[config.mk]
export PLATFORM = sky130hd
export DESIGN_NAME = fpa_front
export DESIGN_NICKNAME = d
export VERILOG_FILES = /design/src/design/fixed_point_alu_assert.svh /design/src/design/fpa_pkg.sv /design/src/design/fpa_front.sv
export SDC_FILE = /design/constraint.sdc
export NUM_CORES = 2
export LEC_CHECK = 0
export BUFFER_PORTS_ARGS = -buffer_cell sky130_fd_sc_hd__buf_2
export CAP_MARGIN = 10
export CORE_MARGIN = 10
export CORE_UTILIZATION = 47
export DETAILED_ROUTE_END_ITERATION = 8
export PLACE_DENSITY = 0.62
export SYNTH_ARGS = -nofsm -noshare
export SYNTH_HDL_FRONTEND = slang
export SYNTH_SLANG_ARGS = --single-unit
[constraint.sdc]
create_clock -name i_clk -period 17.45 [get_ports i_clk]
set_clock_uncertainty 0.15 [all_clocks]
set_input_delay 3.49 -clock i_clk [delete_from_list [all_inputs] [get_ports i_clk]]
set_output_delay 3.49 -clock i_clk [all_outputs]
set_load 0.005 [all_outputs]
[src/design/fixed_point_alu_assert.svh]
// Assertion macros for the fixed-point ALU.
// Included by the modules that check their own logic; no other dependencies.
`ifndef FIXED_POINT_ALU_ASSERT_SVH
`define FIXED_POINT_ALU_ASSERT_SVH
`ifndef NO_ASSERTIONS
`define FPA_ASSERT_IMPL(label, clk, rst_n, prop, msg) \
    label: assert property (@(posedge clk) disable iff (!rst_n) (prop)) else $error(msg);
`define FPA_ASSERT_RST(label, clk, prop, msg) \
    label: assert property (@(posedge clk) (prop)) else $error(msg);
`else
`define FPA_ASSERT_IMPL(label, clk, rst_n, prop, msg)
`define FPA_ASSERT_RST(label, clk, prop, msg)
`endif
`endif

[src/design/fpa_pkg.sv]
// Shared types, opcodes and constants of the fixed-point ALU.
// No dependencies.
package fpa_pkg;
    localparam int unsigned W = 32;

    typedef enum logic [3:0] {
        OP_ADD = 4'd0, OP_SUB = 4'd1, OP_MUL = 4'd2, OP_DIV = 4'd3,
        OP_GT = 4'd4, OP_LT = 4'd5, OP_GE = 4'd6, OP_LE = 4'd7,
        OP_EQ = 4'd8, OP_NE = 4'd9, OP_MIN = 4'd10, OP_MAX = 4'd11,
        OP_INC = 4'd12, OP_DEC = 4'd13, OP_TOINT = 4'd14, OP_FROMINT = 4'd15
    } t_op;

    typedef enum logic [1:0] {
        ST_OK = 2'd0, ST_OVF = 2'd1, ST_DIVZ = 2'd2
    } t_status;

    // Item travelling down the row of cells.
    typedef struct packed {
        logic          vld;
        logic [W-1:0]  value;
        logic          cmp;
        t_status       status;
        logic          div;    // item still needs division work
        logic          rnd;    // exit cell rounds, signs and saturates quo
        logic          neg;    // result sign for mul and div
        logic [63:0]   rem;    // division partial remainder
        logic [63:0]   num;    // dividend bits still to shift in
        logic [31:0]   den;    // divisor magnitude
        logic [63:0]   quo;    // quotient bits collected so far
    } t_item;
endpackage

[src/design/fpa_front.sv]
// Entry cell: decodes the opcode, does the operations other than division, including the multiply,
// and prepares the division operands. Depends on fpa_pkg.
module fpa_front #(
    parameter int unsigned FRAC_BITS = 8
) (
    input  logic           i_clk,
    input  logic           i_rst_n,
    input  logic           i_en,
    input  logic           i_vld,
    input  logic [3:0]     i_action,
    input  logic [31:0]    i_a,
    input  logic [31:0]    i_b,
    output fpa_pkg::t_item o_item
);
    fpa_pkg::t_item r_item;
    fpa_pkg::t_item n_item;

    logic signed [32:0] sa, sb;
    logic [31:0] ma, mb;
    logic [63:0] prod;
    logic [63:0] big;

    function automatic logic [31:0] sat(input logic signed [65:0] v,
                                        output logic ovf);
        ovf = 1'b0;
        if (v > 66'sd2147483647) begin
            ovf = 1'b1;
            sat = 32'h7FFF_FFFF;
        end else if (v < -66'sd2147483648) begin
            ovf = 1'b1;
            sat = 32'h8000_0000;
        end else begin
            sat = v[31:0];
        end
    endfunction

    always_comb begin
        logic ovf;
        logic signed [65:0] wide;
        sa = {i_a[31], i_a};
        sb = {i_b[31], i_b};
        ma = i_a[31] ? 32'(-i_a) : i_a;
        mb = i_b[31] ? 32'(-i_b) : i_b;
        prod = {32'd0, ma} * {32'd0, mb};
        big = {32'd0, ma} << FRAC_BITS;
        wide = '0;
        ovf = 1'b0;
        n_item = '0;
        n_item.vld = i_vld;
        n_item.status = fpa_pkg::ST_OK;
        case (fpa_pkg::t_op'(i_action))
            fpa_pkg::OP_ADD: wide = 66'(sa + sb);
            fpa_pkg::OP_SUB: wide = 66'(sa - sb);
            fpa_pkg::OP_MUL: begin
                // The exit cell rounds on the dropped bit, applies the sign
                // and saturates, as it does for a quotient.
                n_item.rnd = 1'b1;
                n_item.neg = i_a[31] ^ i_b[31];
                n_item.quo = prod >> FRAC_BITS;
                n_item.rem = 64'(prod[FRAC_BITS-1]);
                n_item.den = 32'd1;
            end
            fpa_pkg::OP_GT: n_item.cmp = sa > sb;
            fpa_pkg::OP_LT: n_item.cmp = sa < sb;
            fpa_pkg::OP_GE: n_item.cmp = sa >= sb;
            fpa_pkg::OP_LE: n_item.cmp = sa <= sb;
            fpa_pkg::OP_EQ: n_item.cmp = sa == sb;
            fpa_pkg::OP_NE: n_item.cmp = sa != sb;
            fpa_pkg::OP_MIN: wide = 66'((sa < sb) ? sa : sb);
            fpa_pkg::OP_MAX: wide = 66'((sa > sb) ? sa : sb);
            fpa_pkg::OP_INC: wide = 66'(sa + 33'sd1);
            fpa_pkg::OP_DEC: wide = 66'(sa - 33'sd1);
            fpa_pkg::OP_TOINT: begin
                wide = i_a[31] ? -66'(ma >> FRAC_BITS) : 66'(ma >> FRAC_BITS);
            end
            fpa_pkg::OP_FROMINT: begin
                wide = i_a[31] ? -$signed({2'b0, big}) : $signed({2'b0, big});
            end
            default: wide = '0;
        endcase
        n_item.value = sat(wide, ovf);
        if (ovf) begin
            n_item.status = fpa_pkg::ST_OVF;
        end
        if (fpa_pkg::t_op'(i_action) == fpa_pkg::OP_DIV) begin
            if (mb == 32'd0) begin
                n_item.value = i_a[31] ? 32'h8000_0000 : 32'h7FFF_FFFF;
                n_item.status = fpa_pkg::ST_DIVZ;
            end else begin
                n_item.div = 1'b1;
                n_item.rnd = 1'b1;
                n_item.neg = i_a[31] ^ i_b[31];
                n_item.num = big;
                n_item.den = mb;
            end
        end
    end

    always_ff @(posedge i_clk) begin
        if (!i_rst_n) begin
            r_item.vld <= 1'b0;
        end else if (i_en) begin
            r_item <= n_item;
        end
    end

    assign o_item = r_item;
endmodule

==> results.md <==
- Type of the worst min-delay path: flop to flop
- Number of stages on the worst hold path: 2
- Initial core utilization: 0.475
- Share of post-route cells with drive strength above 1: 0.0954
- Total die area: 116000 sq um
- Number of flip-flops in the largest register: 160
- Total Negative Setup Slacks: 0 ps
- CORE AREA: 102000 sq um
- Core Util, Final: 0.512
- Simple-gate share of the synthesized area: 0.167
- Remaining number of nets flagged by the antenna check after routing: 0
- Buffers & Inverters on Critical Path: 5
- Delay of the slowest cell on the worst path: 730 ps
- Count of input and output buffers: 231
- Final routed DRC violation total: 0
- Count of flip-flops with a built-in enable after synthesis: 159
- Number of ports placed on the die boundary: 335
- Element type at the critical path end: flop
- Post-route insts no fill: 7215
- Critical Path Slowest Stage Cell: sky130_fd_sc_hd__o41ai_1
- Final worst path period need: 15270 ps
- Library cell appearing most often on the critical path: sky130_fd_sc_hd__fa_1
- CTS Buffer Depth: 2
- Final cycle utilization of the critical path: 0.875
- Wirelength per Cell: 26.5 um
- Remaining max-slew budget at the tightest pin: 0.0207
- Area growth from synthesis to layout: 7.73%
- Y dimension of the die: 341 um
- Synth Area in Compound Gates: 0.100
- Largest net degree at the start of global routing: 62
- Number of placement rows: 117
- Mean number of vias per cell: 5.84
- Post-synthesis share of cell area spent on xor and xnor gates: 0.0495
- Mean Syn Cell Area: 8.41 sq um
- Portion of the post-synthesis area used by sequential elements: 0.0989
- Result of the run: completed
- Worst r2r path cells: 2
- Hold Path Origin: o_item[262]
- Launching point of the worst reg2reg path: o_item[262]
- Clock sink count: 160
- Number of endpoints with negative hold slack in the final report: 0
- Max-cap violations: 0
- Wire length of the first global-routing pass: 287000 um
- Setup bufs post-CTS: 0
- Hpwl dp: 155000 um
- Largest family of logic cells by synthesized area: adder cells
- Yosys Warn Count: 0
- Total overflow reported by the global router: 0
- Total global routing track utilization: 0.331
- Clock network latency to the later pin of the worst-skew pair: 540 ps
- Fraction of synthesized area in multiplexers: 0.00718
- Cells after synthesis: 5760
- Cell family with the largest share of critical-path delay: adder cells
- Number of hold buffers added after cts: 0
- Post-cts repair resize count: 0
- Starting DRT DRC Count: 4458
- Routed via count: 42117
- Total clock buffers created by CTS: 17
- Drt first pass iters: 6
- Peak clock frequency supported by timing: 0.0655 GHz
- Clock slew at reported path FFs: 80 ps
- Crit path max fanout: 13
- GPL Wtd Cong: 0.990
- CTS Root Cell: sky130_fd_sc_hd__clkbuf_16
- H-tree level count: 4
- Worst Max-Slew Pin Slew: 1450 ps
- Data arrival time of the critical path: 15390 ps
- Number of cells after detailed placement: 7182
- Logic depth of the worst setup path including buffers: 34
- Cell variety after synth: 101
- Kind of critical path: input pin to flop
- Synthesized area: 48500 sq um
- Adder-Cell Fraction of Synth Area: 0.456
- Share of synthesized flip-flops with an asynchronous set or reset: 0
- Crit path from: i_b[2]
- Sort of element at the start of the critical path: input pin
- Flops & latches, synth: 160
- Most frequently used flop master after synthesis: sky130_fd_sc_hd__edfxtp_1
- Die X-Extent: 341 um
- Total Routed Length: 191000 um
- Required time of the critical path: 17570 ps
- Final-report setup violation count: 0
- Number of global-route vias before repair: 43489
- CTS tree: built
- RSZ-0062 raised after global routing: false
- Number of nets in the final layout: 7133
- Initial antenna violation count: 5
- Pins over their slew limit: 0
## worst paths after layout
check	slack (ps)	to
worst max-delay path	2180	o_item[54]
worst min-delay path	380	o_item[262]
worst max register to register	16710	o_item[262]
worst min register to register	380	o_item[262]
## cells by family after synthesis
group,count (synthesis)
fa+ha+maj,1227
mux,34
flops,160
simple gates,1883
buf+inv,1454
xor+xnor,273
other cells,1
compound gates,728
## layout by cell type (no fill, tap or decap), types with 27 or more instances in the layout
cell                       netlist  final
sky130_fd_sc_hd__inv_1        1007   1007
sky130_fd_sc_hd__fa_1          897    897
sky130_fd_sc_hd__nor2_1        862    861
sky130_fd_sc_hd__nand2_1       627    626
sky130_fd_sc_hd__ha_1          330    330
sky130_fd_sc_hd__buf_2           8    230
sky130_fd_sc_hd__a21oi_1       183    182
sky130_fd_sc_hd__buf_4         104    164
sky130_fd_sc_hd__edfxtp_1      159    159
sky130_fd_sc_hd__xnor2_1       207    158
sky130_fd_sc_hd__o21ai_0       128    128
sky130_fd_sc_hd__conb_1          1    103
sky130_fd_sc_hd__nor3_1         73     71
sky130_fd_sc_hd__a21o_1         61     61
sky130_fd_sc_hd__nand4_1        52     52
sky130_fd_sc_hd__xor2_1         65     51
sky130_fd_sc_hd__nand3_1        43     43
sky130_fd_sc_hd__a31oi_1        41     41
sky130_fd_sc_hd__xnor2_2         0     39
sky130_fd_sc_hd__and3_1         34     34
sky130_fd_sc_hd__or3_1          27     27
sky130_fd_sc_hd__mux2i_1        28     27
## through the flow
step                setup WS (ps)  cell area (sq um)  hold WS, ps
floorplan                    3180              48800          357
global placement             1810              51600          347
detailed placement           1740              51600          369
CTS                          2270              52200          385
global route                 1650              52200          463
finish                       2180              52200          383
## cell type report
cell class                      instances  area (sq um)
Fill cell                            9892         49800
Multi-Input combinational cell       4248         38900
Sequential cell                       160          4790
Inverter                             1011          3790
Timing Repair Buffer                  396          2410
Tap cell                             1368          1710
Clock buffer                           17           425
Clock inverter                         14           194
Antenna cell                            1          2.50
## per-layer routing
layer	up-vias	GRT usage	share of wire	routed length, um
met1	21351	0.437	0.40	76500
li1	18055	-	-	-
met4	8	0.146	0.051	9830
met2	2277	0.518	0.45	85700
met5	-	0	0.00025	48
met3	426	0.0728	0.099	18900
## Yosys cell counts, drive strengths merged (41+ instances only)
cell type	number	area [sq um]
a21o	61	458
nand4	54	350
a21oi	183	916
nor3	75	392
fa	897	18000
nand2	627	2350
o21ai	150	751
xor2	66	586
ha	330	4130
inv	1008	3780
buf	142	956
a31oi	41	257
nor2	862	3240
nand3	43	215
edfxtp	159	4770
clkbuf	301	1130
xnor2	207	1810
## worst reg2reg max path, delay by kind of cell (launching register included)
kind	cells	cell delay (ps)
DFF	1	310
muxes	1	120
and+or+nand+nor	1	60
Power is left out: the tool's default activity adds up to more than one toggle a clock period on the data nets, which glitch-free logic cannot reach.
