===== src/design/fixed_point_alu_assert.svh =====
// Assertion macros for the fixed-point ALU.
// Included by the modules that check their own logic; no other dependencies.
`ifndef FIXED_POINT_ALU_ASSERT_SVH
`define FIXED_POINT_ALU_ASSERT_SVH
`ifndef NO_ASSERTIONS
`define FPA_ASSERT_IMPL(label, clk, rst_n, prop, msg) \
    label: assert property (@(posedge clk) disable iff (!rst_n) (prop)) else $error(msg);
`define FPA_ASSERT_RST(label, clk, prop, msg) \
    label: assert property (@(posedge clk) (prop)) else $error(msg);
`else
`define FPA_ASSERT_IMPL(label, clk, rst_n, prop, msg)
`define FPA_ASSERT_RST(label, clk, prop, msg)
`endif
`endif


===== src/design/fpa_pkg.sv =====
// Shared types, opcodes and constants of the fixed-point ALU.
// No dependencies.
package fpa_pkg;
    localparam int unsigned W = 32;

    typedef enum logic [3:0] {
        OP_ADD = 4'd0, OP_SUB = 4'd1, OP_MUL = 4'd2, OP_DIV = 4'd3,
        OP_GT = 4'd4, OP_LT = 4'd5, OP_GE = 4'd6, OP_LE = 4'd7,
        OP_EQ = 4'd8, OP_NE = 4'd9, OP_MIN = 4'd10, OP_MAX = 4'd11,
        OP_INC = 4'd12, OP_DEC = 4'd13, OP_TOINT = 4'd14, OP_FROMINT = 4'd15
    } t_op;

    typedef enum logic [1:0] {
        ST_OK = 2'd0, ST_OVF = 2'd1, ST_DIVZ = 2'd2
    } t_status;

    // Item travelling down the row of cells.
    typedef struct packed {
        logic          vld;
        logic [W-1:0]  value;
        logic          cmp;
        t_status       status;
        logic          div;    // item still needs division work
        logic          rnd;    // exit cell rounds, signs and saturates quo
        logic          neg;    // result sign for mul and div
        logic [63:0]   rem;    // division partial remainder
        logic [63:0]   num;    // dividend bits still to shift in
        logic [31:0]   den;    // divisor magnitude
        logic [63:0]   quo;    // quotient bits collected so far
    } t_item;
endpackage


===== src/design/fpa_div_cell.sv =====
// One restoring-division cell: each cell retires a fixed number of quotient bits.
// Depends on fpa_pkg.
module fpa_div_cell #(
    parameter int unsigned BITS = 4
) (
    input  logic           i_clk,
    input  logic           i_rst_n,
    input  logic           i_en,
    input  fpa_pkg::t_item i_item,
    output fpa_pkg::t_item o_item
);
    fpa_pkg::t_item r_item;
    fpa_pkg::t_item n_item;

    always_comb begin
        logic [64:0] trial;
        n_item = i_item;
        for (int k = 0; k < BITS; k++) begin
            n_item.rem = {n_item.rem[62:0], n_item.num[63]};
            n_item.num = {n_item.num[62:0], 1'b0};
            trial = {1'b0, n_item.rem} - {33'd0, n_item.den};
            if (!trial[64]) begin
                n_item.rem = trial[63:0];
                n_item.quo = {n_item.quo[62:0], 1'b1};
            end else begin
                n_item.quo = {n_item.quo[62:0], 1'b0};
            end
        end
        if (!i_item.div) begin
            n_item = i_item;
        end
    end

    always_ff @(posedge i_clk) begin
        if (!i_rst_n) begin
            r_item.vld <= 1'b0;
        end else if (i_en) begin
            r_item <= n_item;
        end
    end

    assign o_item = r_item;
endmodule


===== config.mk =====
export PLATFORM = sky130hd
export DESIGN_NAME = fpa_div_cell
export DESIGN_NICKNAME = d
export VERILOG_FILES = /design/src/design/fixed_point_alu_assert.svh /design/src/design/fpa_pkg.sv /design/src/design/fpa_div_cell.sv
export SDC_FILE = /design/constraint.sdc
export NUM_CORES = 1
export LEC_CHECK = 0
export BUFFER_PORTS_ARGS = -buffer_cell sky130_fd_sc_hd__buf_4
export CORE_UTILIZATION = 50
export CTS_CLUSTER_SIZE = 30
export DETAILED_ROUTE_END_ITERATION = 8
export PLACE_DENSITY_LB_ADDON = 0.05
export SETUP_SLACK_MARGIN = 0.2
export SYNTH_ARGS = -nofsm -noshare
export SYNTH_HDL_FRONTEND = slang
export SYNTH_SLANG_ARGS = --single-unit

===== constraint.sdc =====
create_clock -name i_clk -period 15.5 [get_ports i_clk]
set_input_delay 1.55 -clock i_clk [delete_from_list [all_inputs] [get_ports i_clk]]
set_output_delay 1.55 -clock i_clk [all_outputs]
set_load 0.1 [all_outputs]

==> results of run 1 <==
==> area by class of cell <==
| class | instances | area share (%) |
|---|---|---|
| diodes | 2 | 0.01679 |
| well taps | 585 | 2.456 |
| clock buffers | 38 | 2.477 |
| multi-input cells | 1949 | 45.44 |
| flip-flops and latches | 263 | 26.46 |
| inverters | 88 | 1.108 |
| repair buffers | 842 | 21.44 |
| clock inverters | 14 | 0.6003 |
==> kinds of logic (layout without fill, tap and decap cells) <==
group / after synthesis / in the layout
adder cells (fa/ha/maj): 132 / 132
XOR/XNOR: 168 / 168
AND/OR/NAND/NOR: 874 / 874
flip-flops: 263 / 263
AO/OA/AOI/OAI: 639 / 639
other: 0 / 2
buffers and inverters: 180 / 982
multiplexers: 136 / 136
==> power breakdown <==
group | switching [W] | total [W] | internal (W)
combinational | 0.00196 | 0.00327 | 0.00130
sequential | 0.0000284 | 0.000921 | 0.000893
clock | 0.000297 | 0.000684 | 0.000387
total | 0.00229 | 0.00487 | 0.00258
==> worst min path at each step <==
| stage | start | end | slack, ns | cells after the start |
|---|---|---|---|---|
| final | o_item[262] | o_item[262] | 0.55 | 2 |
| after global routing | o_item[262] | o_item[262] | 0.61 | 2 |
| after CTS | o_item[262] | o_item[262] | 0.55 | 2 |
| after detailed placement | o_item[262] | o_item[262] | 0.54 | 2 |
| after global placement | o_item[262] | o_item[262] | 0.50 | 2 |
| after floorplan | o_item[262] | o_item[262] | 0.98 | 2 |
==> layout by cell type (no fill, tap or decap), drive strengths merged, types with 19 or more instances in the layout <==
master,netlist,final
buf,32,841
nor2b,24,24
nor3,63,63
nand3,60,60
a31oi,57,57
or3,33,33
nand2b,25,25
a21o,42,42
nor2,244,244
nand2,231,231
o211ai,28,28
o31ai,31,31
a211oi,21,21
or2,19,19
xnor2,100,100
nand4,27,27
and2,20,20
mux2,127,127
or4,24,24
xor2,68,68
ha,128,128
nor4,47,47
o21a,27,27
inv,87,89
clkbuf,60,39
o21ai,127,127
a21oi,174,174
edfxtp,262,262
==> per-stage QoR <==
| step | total power, W | cells | util, % | cell area (µm²) |
|---|---|---|---|---|
| 3_3_place_gp | 0.003975 | 3720 | 66.39 | 28730 |
| 6_report | 0.004872 | 3781 | 68.89 | 29810 |
| 4_1_cts | 0.004763 | 3772 | 68.52 | 29650 |
| 2_1_floorplan | 0.003041 | 2392 | - | 22080 |
| 5_1_grt | 0.005124 | 3780 | 68.88 | 29800 |
| 3_5_place_dp | 0.004049 | 3720 | 66.39 | 28730 |
==> worst register-to-register path, stage by stage (launching register included) <==
cell     delay [ns]
dfxtp_1        0.32
mux2i_1        0.12
nor2b_1        0.06
==> timing repair <==
item                       4_1_cts  5_1_grt
pin swaps                        0       10
gates resized for setup          1       25
setup buffers                    0        7
setup endpoints to repair        4       65
==> routing by layer <==
layer  part of all wire (%)  up-vias  global-route usage [%]  routed length (µm)
li1                       -    10600                       -                   -
met1                     37    10930                   46.15               34110
met2                     47     1190                   65.11               42840
met3                    8.5      284                   7.729                7747
met4                    6.9        0                   24.31                6295
met5                      0        -                       0                   0
==> synthesized netlist by cell type (9+ instances only) <==
library cell  count
edfxtp_1        262
nor2_1          243
nand2_1         228
a21oi_1         173
ha_1            128
mux2_2          127
o21ai_0         121
xnor2_1          98
inv_1            87
xor2_1           68
clkbuf_1         60
nand3_1          59
nor3_1           58
a31oi_1          56
a21o_1           42
nor4_1           41
or3_1            32
o31ai_1          28
o21a_1           27
o211ai_1         26
nand2b_1         25
nand4_1          24
nor2b_1          23
and2_1           20
or4_1            19
a211oi_1         18
o31a_1           17
buf_2            16
or2_2            15
and3_1           14
a211o_1          13
o21bai_1         13
a2111oi_0        11
nand3b_1         10
and4_1            9
mux2i_1           9
==> results, run 1 <==
- The post-synthesis area per instance is 9.209 µm².
- The core outline area is 43270 µm².
- The final critical path time including I/O delays and setup is approximately 15 ns.
- The total area of sequential cells is between 7000 and 8000 µm².
- After detailed routing, the number of remaining DRC violations is 0.
- The first routing iteration left 2080 violations.
- Among the stages of the critical path, the cell type that occurs most often is buf_4.
- In this run the worst path has a maximum fanout of 32.
- The number of antenna violations at the first check in global routing is 2.
- The critical path ends at o_item[174].
- The setup violation total in the final timing report is 0.
- TritonCTS built the clock tree.
- The startpoint identified for the worst register-to-register timing path is o_item[262].
- The final weighted congestion of routability-driven global placement is 1.015.
- Detailed placement finished with a half-perimeter wire length of 72.64 mm.
- The number of synthesis warnings is 0.
- Yosys attributes the largest share of cell area to edfxtp_1 36%, ha_1 7.3%, mux2_2 6.5%.
- The number of nets produced by synthesis is 2790.
- IR analysis of the VDD net gives a maximum drop of about 0.24 mV.
- The maximum buffer depth of the clock tree is 3.
- The netlist uses 110 different library cells.
- For this design the static power due to leakage is between 10 and 15 nW.
- The area of the mapped netlist is about 22000 µm².
- Entering global routing, the biggest net connects slightly below 90 pins.
- In the synthesized netlist, mux cells make up roughly 6.9% of the area.
- The synthesized design contains 262 enable-type register cells.
- In this design, the largest share of critical-path delay is due to compound AO/OA/AOI/OAI gates.
- The synthesized-area fraction occupied by xor and xnor cells is 6.748%.
- The dominant synthesized flop cell is edfxtp_1.
- After synthesis the netlist holds a flip-flop and latch count of ~260.
- The floorplan die area is 44900 µm².
- Derived from the worst setup path, the maximum achievable clock frequency is 68.18 MHz.
- The number of cells on the worst reg-to-reg path is 2.
- In the finished design, the share of the clock period the worst path needs comes to 94.63%.
- Clock latency on the worst-skew pair, taken at its later pin, is 0.58 ns.
- The required time of the critical path is 15.77 ns.
- The total detailed-routing wirelength is 91.00 mm.
- The floorplan has 76 rows.
- Of the cells placed in the final design, the portion with a size suffix greater than 1 is around a third.
- The final-report hold violation count is 0.
- The adder-cell share of the synthesized area is between 7 and 8%.
- The worst path arrival time is 14.94 ns.
- Across the run, the number of max-cap violations was 0.
- In this run the number of H-tree levels came out at 1.
- The delay of the slowest cell on the worst path is 0.48 ns.
- Measured against its own limit, the worst slew margin works out to 13.93%.
- Dividing the detail-routed wire length by the instance count gives between 20 and 25 µm.
- In the final layout, the multi-input gates occupy between 10000 and 15000 µm².
- The chip height is 211.9 µm.
- The remaining antenna violation count after routing is 0.
- Setup repair after global routing left no endpoint under its margin.
- The number of buffers created by CTS is 28.
- The cell taking the most area after synthesis is edfxtp_1.
- For the pin with the worst max-slew slack, the measured transition is 1.278 ns.
- Before antenna repair, the detailed router went through 6 iterations.
- The number of stages on the worst setup path is 64.
- The clock skew is 0 ns.
- The number of hold buffers added after CTS was 0.
- The detailed router placed 23000 vias in this run.
- The worst setup path startpoint is i_item[159].
- The worst-path cell with the longest stage delay is or4b_4.
- The capturing point of the worst reg2reg path is o_item[262].
- The class of the worst hold path is reg2reg.
- The total of fill cells in the finished design is 3390.
- The via count of the first global-routing pass is 22490.
- Counting every sink on the clock net gives 263.
- Summing the areas of all compound-gate instances in the mapped netlist gives around 19% of the synthesized area.
- Summed over its instances, the top area cell type makes up 35.72% of the synthesized netlist area.
- The total overflow reported by the global router is 0.
- The worst slack at placement is -0.3466 ns.
- The count of pins over their slew limit came to 0.
- Setup slack on the worst reg-to-reg path comes out at 14.89 ns.
- The setup TNS after final layout is 0 ns.
- The total track usage is between 30% and 40%.
- By area, the combinational part of the netlist is dominated by simple AND/OR/NAND/NOR gates.
- The power density over the cells is 163.4 nW/µm².
- The worst setup path is of the in2reg kind.
- The flip-flop count of the largest register, all copies and words added is 263.
- 529 I/O pins were placed.
- The area added between synthesis and finish is 35.31%.
- STA classifies the critical path endpoint as a register.
- The die is 211.9 µm wide.
- The run finished with clean final reports.
- The total buffers and inverters traversed by the critical path is 9.
- The smallest hold slack is approximately 0.55 ns.
- The average vias per placed instance is roughly 6.1.
- The number of buffer cells added on primary ports is 528.
- The initial utilization of the core area, before any placement, comes to approximately half.
- The fraction of the mapped netlist area in simple logic gates is 20.17%.
- The slack of the critical path is 0.8330 ns.
- The final layout contains ~3600 nets.
- Clock tree synthesis selected as its root buffer the cell clkbuf_16.
- The synthesized netlist cell count is 2392.
- The clock-pin transition on the worst setup and hold timing paths is 0.07 ns.
- The sequential-to-total area share from yosys stat is 35.81%.
- The global-route wire length before repair is between 100 and 150 mm.
- For this run, asynchronously set or reset flops after synthesis account for 0%.
- The worst setup path is launched from an input pin.
(Power assumes the default switching activity.)
==> run 2, diff against run 1 <==
--- a/config.mk
+++ b/config.mk
@@ -9,6 +9,7 @@
 export CORE_UTILIZATION = 50
 export CTS_CLUSTER_SIZE = 30
 export DETAILED_ROUTE_END_ITERATION = 8
+export MAX_ROUTING_LAYER = met4
 export PLACE_DENSITY_LB_ADDON = 0.05
 export SETUP_SLACK_MARGIN = 0.2
 export SYNTH_ARGS = -nofsm -noshare
==> run 2 against run 1 <==
Sequential share of layout area down 0.059 points. Register-to-register slack better by 0.02 ns. Total power up 1.7%. Hold slack worse by 0.019 ns. Fmax down 0.17%. Critical path depth up 6. Cell count about the same. Largest cell class unchanged.
==> results, run 2 (same netlist as run 1, synthesis figures left out) <==
- The total number of placement rows is 76.
- During I/O placement, the number of pins put on the boundary was 529.
- STA classifies the critical path endpoint as a register.
- CTS placed an instance of clkbuf_16 at the clock tree root.
- The final worst-path cycle share is 94.78%.
- At the end of routability-driven placement, the weighted congestion stood at 1.078.
- After detailed routing, the average wire length per cell comes to between 20 and 25 µm.
- The cts-stage hold buffer count is 0.
- During placement, the flow inserted port buffers numbering 528.
- Before antenna repair, the detailed router went through 6 iterations.
- The internal cell power is 0.002607 W.
- The count of pins over their slew limit is 0.
- The run finished with clean final reports.
- Of all nets on the critical path, the largest fanout is 24.
- The clock skew is 0 ns.
- The number of antenna violations at the first check in global routing is 4.
- The slack of the critical path is 0.8084 ns.
- The worst register-to-register path begins at o_item[262].
- The final-report hold violation count is 0.
- For the pin with the worst max-slew slack, the measured transition is 1.035 ns.
- In this run, the number of DRC markers left after iteration 0 of detailed routing was 2204.
- After clock tree synthesis, the clock-pin slew on the worst setup and hold paths is 0.06 ns.
- The chip height is 211.9 µm.
- The horizontal die dimension is 211.9 µm.
- The number of cells on the worst reg-to-reg path is 2.
- Detailed routing inserted a total of 23340 vias.
- The total net switching power is about 0.0023 W.
- The number of buffers created by CTS is 29.
- After routing the design area is between 20000 and 30000 µm².
- Across the run, the number of max-cap violations was 0.
- The relative contribution of combinational cells to total power is 66.1%.
- The element type at the critical path start is an input pin.
- In this run the power density over the cells is 165.9 nW/µm².
- The maximum buffer depth of the clock tree is 3.
- The remaining antenna violation count after routing is 0.
- The required time of the critical path is about 16 ns.
- The class of the worst hold path is reg2reg.
- In this run the number of H-tree levels came out at 1.
- The floorplan die area is approximately 45000 µm².
- In the final design database the tool counted 3571 nets.
- Headroom to the max-slew limit came out at 30.60%.
- Data arrives at the worst endpoint at 15.11 ns.
- In this run switching power makes up 47.39% of total power.
- The flip-flop count of the largest register, all copies and words added is roughly 260.
- The commonest non-fill, non-tap cell in the layout is buf_4.
- Setup repair after global routing left no endpoint under its margin.
- The global-route wire length before repair is 135.8 mm.
- Of the total power, the clock network draws between 15 and 20%.
- The endpoint of the most critical setup path is o_item[164].
- The worst slack at placement is -0.2236 ns.
- TritonCTS built the clock tree.
- The setup TNS after final layout is 0 ns.
- After detailed routing, the number of vias per cell comes to roughly 6.2.
- From synthesis to final layout, the design area changed by 35.61%.
- The pin count of the biggest net entering global routing is 102.
- The top cell types in the final layout, fill and taps aside, are 835 x buf_4, 262 x edfxtp_1, 239 x nor2_1.
- The sum of net half-perimeters after detailed placement is about 74 mm.
- The maximum vdd ir drop is 0.1993 mV.
- On the worst path, the slowest cell contributes a delay of about 0.44 ns.
- Summed over all layers, the routed wires come to 93.47 mm.
- The via count of the first global-routing pass was 22660.
- The clock reaches the later pin of the worst-skew pair after 0.59 ns.
- The number of DRC violations after detailed routing is 0.
- Summed over all layers, the global routing overflow is 0.
- The starting utilization of the core area is 50.91%.
- Cells with a size suffix above 1 make up a little over a third of the layout.
- The start-to-end type of the worst setup path is in2reg.
- In the global route stage, overall resource usage came out at 41.50%.
- The capturing point of the worst reg2reg path is o_item[262].
- The minimum setup slack among reg-to-reg paths is 14.91 ns.
- Tracing the worst setup path back leads to its startpoint at i_item[159].
- The fmax is 68.07 MHz.
- Sequential cells account for 18.7% of the total power.
- CTS saw between 200 and 300 sinks.
- The floorplan step defined a core boundary enclosing between 40000 and 50000 µm².
- The worst-path cell with the longest stage delay is fa_1.
- The final critical path time including I/O delays and setup is 14.69 ns.
- In this run the static leakage power is 12.45 nW.
- The total of fill cells in the finished design is ~3300.
- The cell area after placement is 28760 µm².
- Setup violations remaining at the end of the flow were counted as 0.
## run 2: cell type report
class / count / area (µm²) / area share (%)
multi-input cells: 1949 / 13520 / 45.24
flip-flops and latches: 263 / 7888 / 26.40
repair buffers: 842 / 6394 / 21.40
well taps: 585 / 732.0 / 2.450
clock buffers: 30 / 729.5 / 2.442
inverters: 88 / 330.3 / 1.106
clock inverters: 23 / 276.5 / 0.9257
diodes: 3 / 7.507 / 0.02513
## run 2: worst min-delay path by stage
| stage | start | end | slack, ns | cells after the start |
|---|---|---|---|---|
| 2_1_floorplan | o_item[262] | o_item[262] | 0.98 | 2 |
| 3_3_place_gp | o_item[262] | o_item[262] | 0.50 | 2 |
| 3_5_place_dp | o_item[262] | o_item[262] | 0.53 | 2 |
| 4_1_cts | o_item[262] | o_item[262] | 0.54 | 2 |
| 5_1_grt | o_item[262] | o_item[262] | 0.57 | 2 |
| 6_report | o_item[262] | o_item[262] | 0.53 | 2 |
## run 2: routing by layer
metal / global-route usage [%] / up-vias / share of wire, %
met5: - / - / 0
met4: 27.04 / 0 / 7.2
met3: 8.471 / 335 / 9.5
met2: 65.71 / 1313 / 46
met1: 47.85 / 11100 / 37
li1: - / 10590 / -
## run 2: repair_timing
item / 4_1_cts / 5_1_grt
resized for setup: 0 / 23
endpoints found under the setup margin: 0 / 65
buffers inserted: 0 / 2
## run 2: power by group through the flow
stage / registers, W / logic (W) / clock network (W)
after floorplan: 0.00145 / 0.00159 / 0
final: 0.000925 / 0.00328 / 0.000752
after global placement: 0.000936 / 0.00306 / 0
after global routing: 0.000930 / 0.00349 / 0.000778
after detailed placement: 0.000936 / 0.00313 / 0
after CTS: 0.000924 / 0.00317 / 0.000754
## run 2: per-stage QoR
stage,instances,hold slack (ns),total power [W],util (%)
after floorplan,2392,0.9807,0.003041,-
after global placement,3725,0.5046,0.003996,66.48
after detailed placement,3725,0.5293,0.004070,66.48
after CTS,3778,0.5381,0.004852,68.80
after global routing,3783,0.5712,0.005194,69.04
final,3783,0.5329,0.004955,69.04
## run 2: worst max-delay path, delay by kind of cell
family / cells / cell delay (ns)
AO/OA/AOI/OAI: 30 / 6.03
adder cells (fa/ha/maj): 5 / 1.72
buffers and inverters: 11 / 1.71
AND/OR/NAND/NOR: 24 / 4.08
